## config.mk

```make
export PLATFORM = sky130hd
export DESIGN_NAME = lkrc_cell
export DESIGN_NICKNAME = d
export VERILOG_FILES = /design/src/rtl/lru_keyed_record_cache_macros.svh /design/src/rtl/lkrc_pkg.sv /design/src/rtl/lkrc_cell.sv
export SDC_FILE = /design/constraint.sdc
export NUM_CORES = 1
export LEC_CHECK = 0
export BUFFER_PORTS_ARGS = -buffer_cell sky130_fd_sc_hd__buf_2
export CORE_MARGIN = 1
export CORE_UTILIZATION = 37
export CTS_BUF_LIST = sky130_fd_sc_hd__clkbuf_8
export DETAILED_ROUTE_END_ITERATION = 10
export GPL_TIMING_DRIVEN = 0
export PLACE_DENSITY = 0.77
export SLEW_MARGIN = 0
export SYNTH_ARGS = -nofsm -noshare
export SYNTH_HDL_FRONTEND = slang
export SYNTH_SLANG_ARGS = --single-unit
```

## constraint.sdc

```tcl
create_clock -name clk -period 1.45 [get_ports clk]
set_clock_uncertainty 0.15 [all_clocks]
set_input_delay 0.29 -clock clk [delete_from_list [all_inputs] [get_ports clk]]
set_output_delay 0.29 -clock clk [all_outputs]
set_load 0.02 [all_outputs]
```

## src/rtl/lru_keyed_record_cache_macros.svh

```systemverilog
// Assertion macros shared by the cache RTL.
// Bodies compile away when SYNTHESIS is defined; no other dependencies.
`ifndef LRU_KEYED_RECORD_CACHE_MACROS_SVH
`define LRU_KEYED_RECORD_CACHE_MACROS_SVH
`ifndef SYNTHESIS
// A property that must hold at every clock edge outside reset.
`define LKRC_ASSERT_HOLDS(lbl, clk, rst_n, prop, msg) \
	lbl: assert property (@(posedge clk) disable iff (!rst_n) (prop)) else $error(msg);
// An implication checked in the same cycle.
`define LKRC_ASSERT_IMPLIES(lbl, clk, rst_n, ante, cons, msg) \
	lbl: assert property (@(posedge clk) disable iff (!rst_n) (ante) |-> (cons)) else $error(msg);
`else
`define LKRC_ASSERT_HOLDS(lbl, clk, rst_n, prop, msg)
`define LKRC_ASSERT_IMPLIES(lbl, clk, rst_n, ante, cons, msg)
`endif
`endif

```

## src/rtl/lkrc_pkg.sv

```systemverilog
// Shared types and constants for the keyed record cache.
// No dependencies; imported by lkrc_cell, lru_keyed_record_cache and the testbench.
package lkrc_pkg;

	localparam int DEPTH_DEF      = 64;
	localparam int KEY_WIDTH_DEF  = 32;
	localparam int DATA_WIDTH_DEF = 32;

	localparam int         CAP_W     = 7;
	localparam logic [6:0] CAP_RESET = 7'd64;

	typedef enum logic [1:0] {
		KIND_LOOKUP = 2'd0,
		KIND_WRITE  = 2'd1,
		KIND_DELETE = 2'd2
	} kind_t;

	typedef enum logic [1:0] {
		CELL_HOLD  = 2'd0,
		CELL_LEFT  = 2'd1,
		CELL_RIGHT = 2'd2
	} cell_op_t;

	typedef struct packed {
		logic     cmp_en;
		cell_op_t op;
	} cell_ctrl_t;

	typedef enum logic {
		ST_IDLE = 1'b0,
		ST_EXEC = 1'b1
	} state_t;

endpackage

```

## src/rtl/lkrc_cell.sv

```systemverilog
// One entry of the recency-ordered cache chain: key, record and match flag.
// Depends on lkrc_pkg for the control struct.
module lkrc_cell #(
	parameter int KEY_W  = lkrc_pkg::KEY_WIDTH_DEF,
	parameter int DATA_W = lkrc_pkg::DATA_WIDTH_DEF,
	parameter int CNT_W  = 7,
	parameter int INDEX  = 0
) (
	input  logic                    clk,
	input  logic                    arst_n,
	input  lkrc_pkg::cell_ctrl_t    ctrl,
	input  logic [KEY_W-1:0]        cmp_key,
	input  logic [CNT_W-1:0]        count,
	input  logic [KEY_W-1:0]        left_key,
	input  logic [DATA_W-1:0]       left_data,
	input  logic [KEY_W-1:0]        right_key,
	input  logic [DATA_W-1:0]       right_data,
	output logic [KEY_W-1:0]        key_q,
	output logic [DATA_W-1:0]       data_q,
	output logic                    match_q
);
	import lkrc_pkg::*;

	logic occupied;

	// Entries are packed from position zero, so a cell holds a live record
	// exactly when its position is below the occupancy count.
	assign occupied = count > CNT_W'(INDEX);

	always_ff @(posedge clk or negedge arst_n) begin
		if (!arst_n) begin
			match_q <= 1'b0;
		end else if (ctrl.cmp_en) begin
			match_q <= occupied && (key_q == cmp_key);
		end
	end

	always_ff @(posedge clk) begin
		unique case (ctrl.op)
			CELL_LEFT: begin
				key_q  <= left_key;
				data_q <= left_data;
			end
			CELL_RIGHT: begin
				key_q  <= right_key;
				data_q <= right_data;
			end
			CELL_HOLD: begin
				key_q  <= key_q;
				data_q <= data_q;
			end
			default: begin
				key_q  <= key_q;
				data_q <= data_q;
			end
		endcase
	end

endmodule

```

### Word level (Yosys, flattened, before mapping)

Index checks and enable logic that the tools add are counted.
W data, S select, Z words.

| storage, ports and cells | value |
|---|---|
| bits of input ports | 172 |
| logic and storage cells | 11 |
| flip-flop bits (word level) | 65 |
| output and inout bits | 65 |

| operators by class | value |
|---|---|
| multiplexer cells | 2 |
| reductions and logical operators | 2 |
| equal/unequal tests | 3 |
| order comparisons | 1 |

Operator list:

| cell | count |
|---|---|
| $pmux W32 S2 | 2 |
| $eq A32 B32 Y1 | 1 |
| $gt A7 B1 Y1 const B | 1 |
| $eq A2 B1 Y1 const B | 1 |
| $eq A2 B2 Y1 const B | 1 |
| $reduce_bool A2 Y1 | 1 |
| $logic_and A1 B1 Y1 | 1 |

### Logic depth before layout (Yosys ltp)

Gate-level depths: netlist (run 1).

| depth | value |
|---|---|
| depth after elaboration | 2 |
| mapped depth | 5 |
| gate-level depth less buffers | 4 |

### Least setup slack after synthesis (run 1)

No wires, ideal clock.

| timing path | value |
|---|---|
| path type | input -> register |
| start | input ctrl[0] in the netlist's numbering |
| end | register data_q[0], enable pin |
| path buffers | 0 |
| path slack | -0.963 ns |
| data arrival time | 1.845 ns |
| cell stages on the path | 3 |
| library setup time | 0.418 ns |
| data required time | 0.882 ns |
| cell sequence | inv_1 > ha_1 > inv_1 |

| between the ends | value |
|---|---|
| cells in the longest elaborated chain, start to end | 2 |
| elaborated cells on any way between the ends | 3 |
| classes of those cells | 2 x eq/ne; 1 x reduce/logical |

RTL lines:

| item | line | text |
|---|---|---|
| start, declared | lkrc_cell.sv:11 | `input lkrc_pkg::cell_ctrl_t ctrl,` |
| $eq A2 B2 Y1 / $eq A2 B1 Y1 (equally long branches) | lkrc_cell.sv:39 | `unique case (ctrl.op)` |
| $reduce_bool A2 Y1 (no line) * | -- |  |
| end signal, assigned | lkrc_cell.sv:42 | `data_q <= left_data;` |
| end signal, assigned | lkrc_cell.sv:46 | `data_q <= right_data;` |
| end signal, assigned | lkrc_cell.sv:50 | `data_q <= data_q;` |
| end, declared | lkrc_cell.sv:19 | `output logic [DATA_W-1:0] data_q,` |

Every way passes the cells marked *; elsewhere a longest branch is shown, timed or not.
A chain may end at the register's enable or synchronous reset.

### Worst setup path after layout (run 1)

| timing path | value |
|---|---|
| start | register key_q[18] |
| end | register match_q |

| between the ends | value |
|---|---|
| cells in the longest elaborated chain, start to end | 2 |

RTL lines:

| item | line | text |
|---|---|---|
| start, declared | lkrc_cell.sv:18 | `output logic [KEY_W-1:0] key_q,` |
| start signal, assigned | lkrc_cell.sv:41 | `key_q <= left_key;` |
| start signal, assigned | lkrc_cell.sv:45 | `key_q <= right_key;` |
| start signal, assigned | lkrc_cell.sv:49 | `key_q <= key_q;` |
| $eq A32 B32 Y1 | lkrc_cell.sv:34 | `match_q <= occupied && (key_q == cmp_key);` |
| $logic_and A1 B1 Y1 | lkrc_cell.sv:34 |  |
| end signal, assigned | lkrc_cell.sv:34 |  |
| end, declared | lkrc_cell.sv:20 | `output logic match_q` |

Every way passes these cells.

==> flow_metrics.py, run 1 <==
metrics = {
    "status": {
        "status": "complete, but fails checks",
        "violations": "negative setup slack",
    },
    "logic_synthesis": {
        "synth_cell_types": 15,
        "synth.top_cell.area_share_pct": 61.79,
        "synth_nets": 360,
        "synth_warnings": 0,
        "yosys.area.top_type": "edfxtp_1",
        "synth_area_leaders": "edfxtp_1 62%, mux2_2 23%, xor2_1 8.7%",
        "yosysSeqAreaShare_pct": 62.59,
        "synth-seq-cells": 65,
        "syn_avg_cell_area_sq_um": 16.63,
        "synth_area_sq_um": 3110,
        "syn_inst": 187,
    },
    "layout": {
        "num_antenna_cells": 0,
        "stdcell_count": 545,
        "fillers": 701,
        "drive_gt1_share_pct": 74.55,
        "final_area_sq_um": 4718,
        "fin_nets": 609,
        "areaGrowthSynthToFinish_pct": 51.69,
    },
    "critical_path": {
        "crit_type": "flop to flop",
        "cp_data_arrival_time_ns": 1.66,
        "crit_start": "key_q[18]",
        "reg2reg_from": "key_q[18]",
        "path_max_fanout": 2,
        "cp-end-kind": "flop",
        "cp_data_required_time_ns": 1.53,
        "worst_setup_path_start_kind": "flop",
    },
    "worst_hold_path": {
        "worstHoldStart": "ctrl[2]",
        "hp-class": "primary input to flop",
    },
    "global_route": {
        "antenna_found_initial": 0,
        "grt_max_degree": 33,
        "grt_pass1_wl_mm": 11.99,
        "first_global_vias": 2540,
        "grt_overflow": 0,
        "grtUsageTotal_pct": 18.52,
    },
    "cts": {
        "post_cts_buffers": 0,
        "cts_buffer_depth": 2,
        "numCtsBuffers": 9,
        "ctsHtreeMaxLevel": 3,
        "cts_tree": "yes",
        "insertion_delay_ns": 0.33,
        "cts.clk_slew.worst_paths_ns": 0.07,
        "root_buffer": "clkbuf_8",
        "cts.sinks": 65,
    },
    "detailed_routing": {
        "wl_per_cell_um": 14.99,
        "vias_per_cell": 4.583,
        "firstDrtPassIters": 4,
        "first_iter_violations": 53,
        "vias": 2498,
        "ant_nets": 0,
        "finalWirelength_mm": 8.172,
        "drcViolationCount": 0,
    },
    "floorplanning": {
        "die_w_um": 93.69,
        "initial_core_util_pct": 38.05,
        "dieArea_sq_um": 8778,
        "fp-row-count": 33,
        "io-pin-count": 237,
        "die_height_um": 93.69,
        "core_area_sq_um": 8175,
    },
    "timing": {
        "whs_ns": 0.02868,
        "fin_crit_ns": 1.583,
        "relSlewSlack_pct": 52.63,
        "fin_crit_sh_pct": 109.1,
        "setup_violations": 65,
        "tightest_slew_ns": 0.7091,
        "rsz0062_at_grt": "true",
        "layout_setup_ws_ns": -0.1326,
        "hold_viol": 0,
        "fmax_mhz": 631.9,
        "drv_slew": 0,
        "tns_ns": -6.746,
    },
    "placed_design": {
        "dpl-instance-area_sq_um": 4491,
        "dp_hpwl_mm": 6.224,
        "place.gp.congestion": 0.7606,
        "dp.cells": 528,
        "dp_slack_ns": -1.199,
        "port_buffers": 236,
    },
    "power": {
        "leakagePower_nw": 2.116,
        "p_per_area_nw_per_um2": 1107,
        "peakVddDrop_mv": 0.6784,
    },
    "job": {
        "maxCapViolCount": 0,
    },
}
[cell usage in the layout (no fill, tap or decap), drive strengths merged, types with 2 or more instances in the layout]
master / n
buf: 243
mux2: 64
edfxtp: 64
xor2: 31
clkbuf: 9
nor4: 8
clkinv: 4
inv: 3
clkinvlp: 2
nor3: 2
nand4: 2
[through the flow]
stage          utilization, %  power, mW
2_1_floorplan               -      3.263
3_3_place_gp            54.93      3.802
3_5_place_dp            54.93      3.835
4_1_cts                 57.64      5.277
5_1_grt                 57.71      5.476
6_report                57.71      5.221
[registers in the layout, indices dropped and copies added, names as in the netlist]
register and cells:
match_q 1, data_q 32, key_q 32
[final timing paths]
kind	endpoint	slack [ns]	cells past startpoint
worst min register to register	match_q	0.37	2
min in group asynchronous	match_q	0.12	2
max in group asynchronous	match_q	0.95	2
worst max-delay path	match_q	-0.13	4
worst min-delay path	match_q	0.03	2
worst max register to register	match_q	-0.13	4
[worst max-delay path: stages, from the launching register on]
cell	delay, ns
edfxtp_1	0.40
xor2_1	0.17
nor4_2	0.39
nand4_1	0.17
o32ai_2	0.21
[power by group]
| part | leakage [nW] | total, mW | internal [mW] | switching [mW] |
|---|---|---|---|---|
| Combinational | 1.38 | 1.30 | 0.568 | 0.727 |
| Sequential | 0.640 | 2.51 | 2.39 | 0.117 |
| Clock | 0.0951 | 1.42 | 0.761 | 0.655 |
| Total | 2.12 | 5.22 | 3.72 | 1.50 |
[Yosys cell counts, drive strengths merged]
library cell	n
dfrtp	1
xnor2	1
edfxtp	64
nor3	2
ha	1
nand4	2
xor2	31
buf	7
nor4	8
inv	3
o32ai	1
nand2	1
mux2	64
nand3	1
[timing repair]
| action | 4_1_cts | 5_1_grt |
|---|---|---|
| hold buffers | 1 | 0 |
| endpoints found under the setup margin | 65 | 65 |
| gates resized for setup | 7 | 1 |
| cloned | 1 | 0 |
| pin swaps | 9 | 0 |
| hold endpoints to repair | 1 | 0 |
[kinds of logic after synthesis]
family                   count (synthesis)  synth area share (%)
flip-flops                              65                 62.59
multiplexers                            64                 23.17
XOR/XNOR                                32                 9.010
AND/OR/NAND/NOR                         14                 2.815
buffers and inverters                   10                 1.488
AO/OA/AOI/OAI                            1                0.5231
adder cells (fa/ha/maj)                  1                0.4022
[area by class of cell]
class                      count  area [sq um]  area share [%]
buffer                         7         78.83           1.671
clock buffer                   9         123.9           2.625
clock inverter                 6         51.30           1.087
inverter                       3         22.52          0.4773
multi-input combinational    112          1149           24.34
sequential                    65          1947           41.26
tap                          105         131.4           2.784
timing repair buffer         237          1207           25.59
timing repair inverter         1         7.507          0.1591
[layer usage]
layer / wire, um / track usage (%)
met1: 2978 / 19.08
met5: 0 / 0
met2: 4365 / 34.37
met3: 739 / 6.230
met4: 89 / 6.923
No activity file was read; power rests on OpenSTA's default activity.
==> inputs of run 2 (changes only) <==
Settings changed: SLEW_MARGIN 0 to default.
Clock period 1.45 ns to 1.4 ns, I/O delays scaled along.
==> run 2 against run 1 <==
  * The run still ends with negative setup slack left
  * Hold slack improved by 0.065 ns
  * Largest power group unchanged
  * Worst setup slack got worse by 0.052 ns
  * Critical path depth unchanged
  * Sequential power increased by 3%
  * Total power increased by 8.8%
  * Die area unchanged
  * First-iteration DRC count decreased by 42%
  * Non-clock buffer count increased by 2
  * Critical path type unchanged
==> flow_metrics.py, run 2 (synthesized netlist as in run 1, its figures left out) <==
metrics = {
    "layout": {
        "fillers": 696,
        "areaGrowthSynthToFinish_pct": 58.04,
        "final_area_sq_um": 4916,
        "reg_top3": "data_q: 32 flops, key_q: 32 flops, match_q: 1 flops",
        "stdcell_count": 549,
        "fin_nets": 613,
        "final_common_cell": "buf_2",
        "drive_gt1_share_pct": 74.55,
        "layout_common_cells": "232 x buf_2, 64 x edfxtp_1, 34 x mux2_2",
        "fin_util_pct": 60.13,
        "num_antenna_cells": 0,
    },
    "placed_design": {
        "place.gp.congestion": 0.7175,
        "dp_hpwl_mm": 6.450,
        "dpl-instance-area_sq_um": 4618,
        "dp.cells": 528,
        "port_buffers": 236,
    },
    "floorplanning": {
        "die_w_um": 93.69,
        "core_area_sq_um": 8175,
        "fp-row-count": 33,
        "die_height_um": 93.69,
        "dieArea_sq_um": 8778,
        "io-pin-count": 237,
        "initial_core_util_pct": 38.05,
    },
    "critical_path": {
        "cp_data_required_time_ns": 1.49,
        "worst_setup_path_start_kind": "flop",
        "path_max_fanout": 2,
        "cp-end-kind": "flop",
        "cp_data_arrival_time_ns": 1.67,
        "crit_type": "flop to flop",
    },
    "detailed_routing": {
        "met3_wirelength_um": 854,
        "ant_nets": 0,
        "first_iter_violations": 31,
        "top_layer": "met4",
        "route.met2.wl_mm": 4.616,
        "drcViolationCount": 0,
        "vias": 2547,
        "finalWirelength_mm": 8.478,
        "drt-met1-wl_mm": 2.874,
        "wl_per_cell_um": 15.44,
        "vias_per_cell": 4.639,
        "firstDrtPassIters": 6,
    },
    "cts": {
        "cts_buffer_depth": 2,
        "ctsHtreeMaxLevel": 3,
        "cts_tree": "yes",
        "cts.clk_slew.worst_paths_ns": 0.07,
        "numCtsBuffers": 9,
        "insertion_delay_ns": 0.33,
        "cts.sinks": 65,
        "root_buffer": "clkbuf_8",
    },
    "global_route": {
        "grt_max_degree": 33,
        "grtUsageTotal_pct": 18.81,
        "grt_pass1_wl_mm": 12.00,
        "antenna_found_initial": 1,
        "first_global_vias": 2613,
        "grt_overflow": 0,
    },
    "power": {
        "leakagePower_nw": 2.261,
        "p_per_area_nw_per_um2": 1156,
        "peakVddDrop_mv": 0.6473,
        "totalPowerFinal_mw": 5.683,
    },
    "job": {
        "maxCapViolCount": 0,
    },
    "timing": {
        "fin_crit_ns": 1.584,
        "relSlewSlack_pct": 74.57,
        "rsz0062_at_grt": "true",
        "fmax_mhz": 631.3,
        "tightest_slew_ns": 0.3807,
        "layout_setup_ws_ns": -0.1841,
        "setup_violations": 1,
        "drv_slew": 0,
        "hold_viol": 0,
        "fin_crit_sh_pct": 113.2,
        "whs_ns": 0.09346,
    },
    "status": {
        "status": "complete, but fails checks",
        "violations": "negative setup slack",
    },
    "worst_hold_path": {
        "hp-class": "primary input to flop",
    },
}
run 2: cell types whose count changed in the layout (fill, tap and decap cells not counted), sizes merged:
cell	delta
buf	+1
bufinv	+1
clkinv	-2
clkinvlp	+2
dlygate4sd3	+1
inv	+1
run 2: worst max-delay path, stage by stage (launching register included):
cell and delay (ns):
edfxtp_1 0.41, xor2_1 0.17, nor4_2 0.33, nand4_1 0.18, o32ai_2 0.26
run 2: layout make-up:
class	instances	area [sq um]	share of cell area [%]
Buffer	7	93.84	1.909
Clock buffer	9	123.9	2.520
Clock inverter	6	76.32	1.553
Inverter	3	22.52	0.4581
Multi-Input combinational cell	112	1261	25.66
Sequential cell	65	1947	39.60
Tap cell	105	131.4	2.672
Timing Repair Buffer	239	1237	25.17
Timing Repair inverter	3	22.52	0.4581
run 2: metrics by stage:
step / TNS [ns] / setup WS (ns)
global route: -0.3164 / -0.2901
detailed placement: -93.61 / -1.208
finish: -0.1841 / -0.1841
CTS: -9.640 / -0.2025
floorplan: -39.12 / -0.5940
global placement: -88.99 / -1.152
run 2: per-layer routing:
layer	vias up	GRT usage, %
met1	1170	17.22
met4	0	6.410
met5	-	0
li1	1216	-
met2	151	36.44
met3	10	8.010
run 2: power by group:
group          total, mW  switching (mW)  internal, mW
Combinational       1.44           0.787         0.654
Clock               1.65           0.677         0.971
Sequential          2.59           0.119          2.48
run 2: what timing repair did:
item | CTS | global route
buffers inserted | 1 | 0
hold endpoints to repair | 2 | 0
cloned | 1 | 2
pin swaps | 2 | 7
resized for setup | 8 | 6
hold buffers | 2 | 0
setup endpoints to repair | 66 | 70
run 2: final timing paths:
| kind | startpoint | end | slack, ns | cells past startpoint |
|---|---|---|---|---|
| hold / removal | left_data[7] | data_q[7] | 0.09 | 2 |
| min in group asynchronous | arst_n | match_q | 0.12 | 2 |
| hold reg to reg | match_q | match_q | 0.37 | 2 |
| setup reg to reg | key_q[27] | match_q | -0.18 | 4 |
| max in group asynchronous | arst_n | match_q | 0.89 | 2 |
| setup / recovery | key_q[27] | match_q | -0.18 | 4 |
==> inputs of run 3 (changes only) <==
Settings changed: CORE_MARGIN 1 to 2.
==> run 3 against run 2 <==
  * Non-clock buffer count decreased by 1
  * Count of clock-buffer cells in the layout unchanged
  * Critical path type unchanged
  * Global-route usage decreased by 0.88 points
  * Highest routed layer unchanged
  * Clock power decreased by 8%
  * The run still ends with negative setup slack left
  * Critical path depth unchanged
==> flow_metrics.py, run 3 (synthesized netlist as in run 1, its figures left out) <==
metrics = {
    "status": {
        "status": "complete, but fails checks",
        "violations": "negative setup slack",
    },
    "critical_path": {
        "worstRegToRegCells": 4,
        "crit_start": "key_q[14]",
        "cp_data_arrival_time_ns": 1.66,
        "cp-end-kind": "flop",
        "cp_data_required_time_ns": 1.49,
        "r2r_slack_ns": -0.17,
        "path_max_fanout": 2,
        "crit_type": "flop to flop",
        "critPathCapture": "match_q",
        "reg2reg_to": "match_q",
        "reg2reg_from": "key_q[14]",
        "worst_setup_path_start_kind": "flop",
    },
    "layout": {
        "reg_top3": "data_q: 32 flops, key_q: 32 flops, match_q: 1 flops",
        "drive_gt1_share_pct": 74.32,
        "layout_common_cells": "231 x buf_2, 64 x edfxtp_1, 34 x mux2_2",
        "areaGrowthSynthToFinish_pct": 57.40,
        "final_common_cell": "buf_2",
        "fin_nets": 612,
        "fin_util_pct": 59.89,
    },
    "power": {
        "p_per_area_nw_per_um2": 1133,
        "seqPwrFrac_pct": 46.9,
        "leakagePower_nw": 2.237,
        "peakVddDrop_mv": 0.8430,
        "p_sw_mw": 1.619,
        "p_int_mw": 3.928,
        "clockPowerShare_pct": 27.3,
        "p_comb_share_pct": 25.9,
        "totalPowerFinal_mw": 5.547,
        "switching_share_pct": 29.19,
    },
    "detailed_routing": {
        "ant_nets": 0,
        "finalWirelength_mm": 8.820,
        "drcViolationCount": 0,
        "vias_per_cell": 4.618,
        "firstDrtPassIters": 4,
        "first_iter_violations": 34,
        "vias": 2540,
        "wl_per_cell_um": 16.04,
    },
    "placed_design": {
        "dp_hpwl_mm": 6.702,
        "dp_slack_ns": -1.216,
        "place.gp.congestion": 0.7233,
        "port_buffers": 236,
    },
    "floorplanning": {
        "core_area_sq_um": 8175,
        "die_w_um": 95.69,
        "dieArea_sq_um": 9157,
        "io-pin-count": 237,
        "die_height_um": 95.69,
        "fp-row-count": 33,
        "initial_core_util_pct": 38.05,
    },
    "cts": {
        "cts.clk_slew.worst_paths_ns": 0.07,
        "ctsHtreeMaxLevel": 3,
        "insertion_delay_ns": 0.34,
        "cts_tree": "yes",
        "root_buffer": "clkbuf_8",
        "cts_buffer_depth": 2,
        "numCtsBuffers": 9,
        "post_cts_buffers": 0,
        "cts.sinks": 65,
    },
    "timing": {
        "setup_violations": 1,
        "relSlewSlack_pct": 73.63,
        "rsz0062_at_grt": "true",
        "hold_viol": 0,
        "whs_ns": 0.08845,
        "tightest_slew_ns": 0.3947,
        "drv_slew": 0,
        "fin_crit_ns": 1.574,
        "tns_ns": -0.1738,
        "fmax_mhz": 635.4,
        "layout_setup_ws_ns": -0.1738,
        "fin_crit_sh_pct": 112.4,
    },
    "global_route": {
        "grt_max_degree": 33,
        "first_global_vias": 2562,
        "grt_overflow": 0,
        "grtUsageTotal_pct": 17.93,
        "antenna_found_initial": 1,
        "grt_pass1_wl_mm": 11.93,
    },
    "worst_hold_path": {
        "hp-class": "primary input to flop",
    },
    "job": {
        "maxCapViolCount": 0,
    },
}
-- run 3: final cells by class --
class | count | area (sq um)
well taps | 105 | 131.4
flip-flops and latches | 65 | 1947
inverters | 3 | 22.52
diodes | 1 | 2.502
multi-input cells | 112 | 1255
repair inverters | 3 | 22.52
clock inverters | 7 | 61.31
repair buffers | 238 | 1236
clock buffers | 9 | 123.9
plain buffers | 7 | 93.84
fillers | 681 | 3279
-- run 3: repair_timing --
| item | in CTS | in global routing |
|---|---|---|
| gates resized for setup | 7 | 8 |
| hold buffers | 2 | 0 |
| pin swaps | 8 | 0 |
| hold endpoints to repair | 2 | 0 |
| cloned | 1 | 2 |
| endpoints found under the setup margin | 66 | 70 |
-- run 3: worst max-delay path, cell delays in order (launching register included) --
cell      delay (ns)
edfxtp_1        0.41
xor2_1          0.18
nor4_2          0.31
nand4_1         0.16
o32ai_2         0.27
-- run 3: metal layers --
metal  part of all wire [%]  wire length [um]  global-route usage (%)
met2                     54              4723                   33.92
met5                      0                 0                       0
met4                    1.5               136                   5.000
met3                     11               940                   7.674
met1                     34              3019                   17.69
-- run 3: power groups by stage --
stage,clock (mW),sequential [mW],combinational (mW)
after floorplan,0,3.00,0.436
after global placement,0,2.63,1.37
after detailed placement,0,2.65,1.39
after CTS,1.56,2.60,1.43
after global routing,1.63,2.63,1.54
final,1.51,2.60,1.43
-- run 3: through the flow --
stage                     area (sq um)  cells
after floorplan                   3306    187
final                             4896    550
after CTS                         4860    547
after global routing              4893    549
after detailed placement          4618    528
after global placement            4618    528
-- run 3: how the worst min path moves through the flow --
stage / slack [ns] / startpoint / endpoint / cells past startpoint
5_1_grt: 0.08 / left_data[21] / data_q[21] / 2
4_1_cts: 0.07 / right_data[25] / data_q[25] / 2
6_report: 0.09 / left_data[16] / data_q[16] / 2
3_3_place_gp: -0.09 / arst_n / match_q / 1
2_1_floorplan: -0.17 / arst_n / match_q / 0
3_5_place_dp: -0.09 / arst_n / match_q / 1
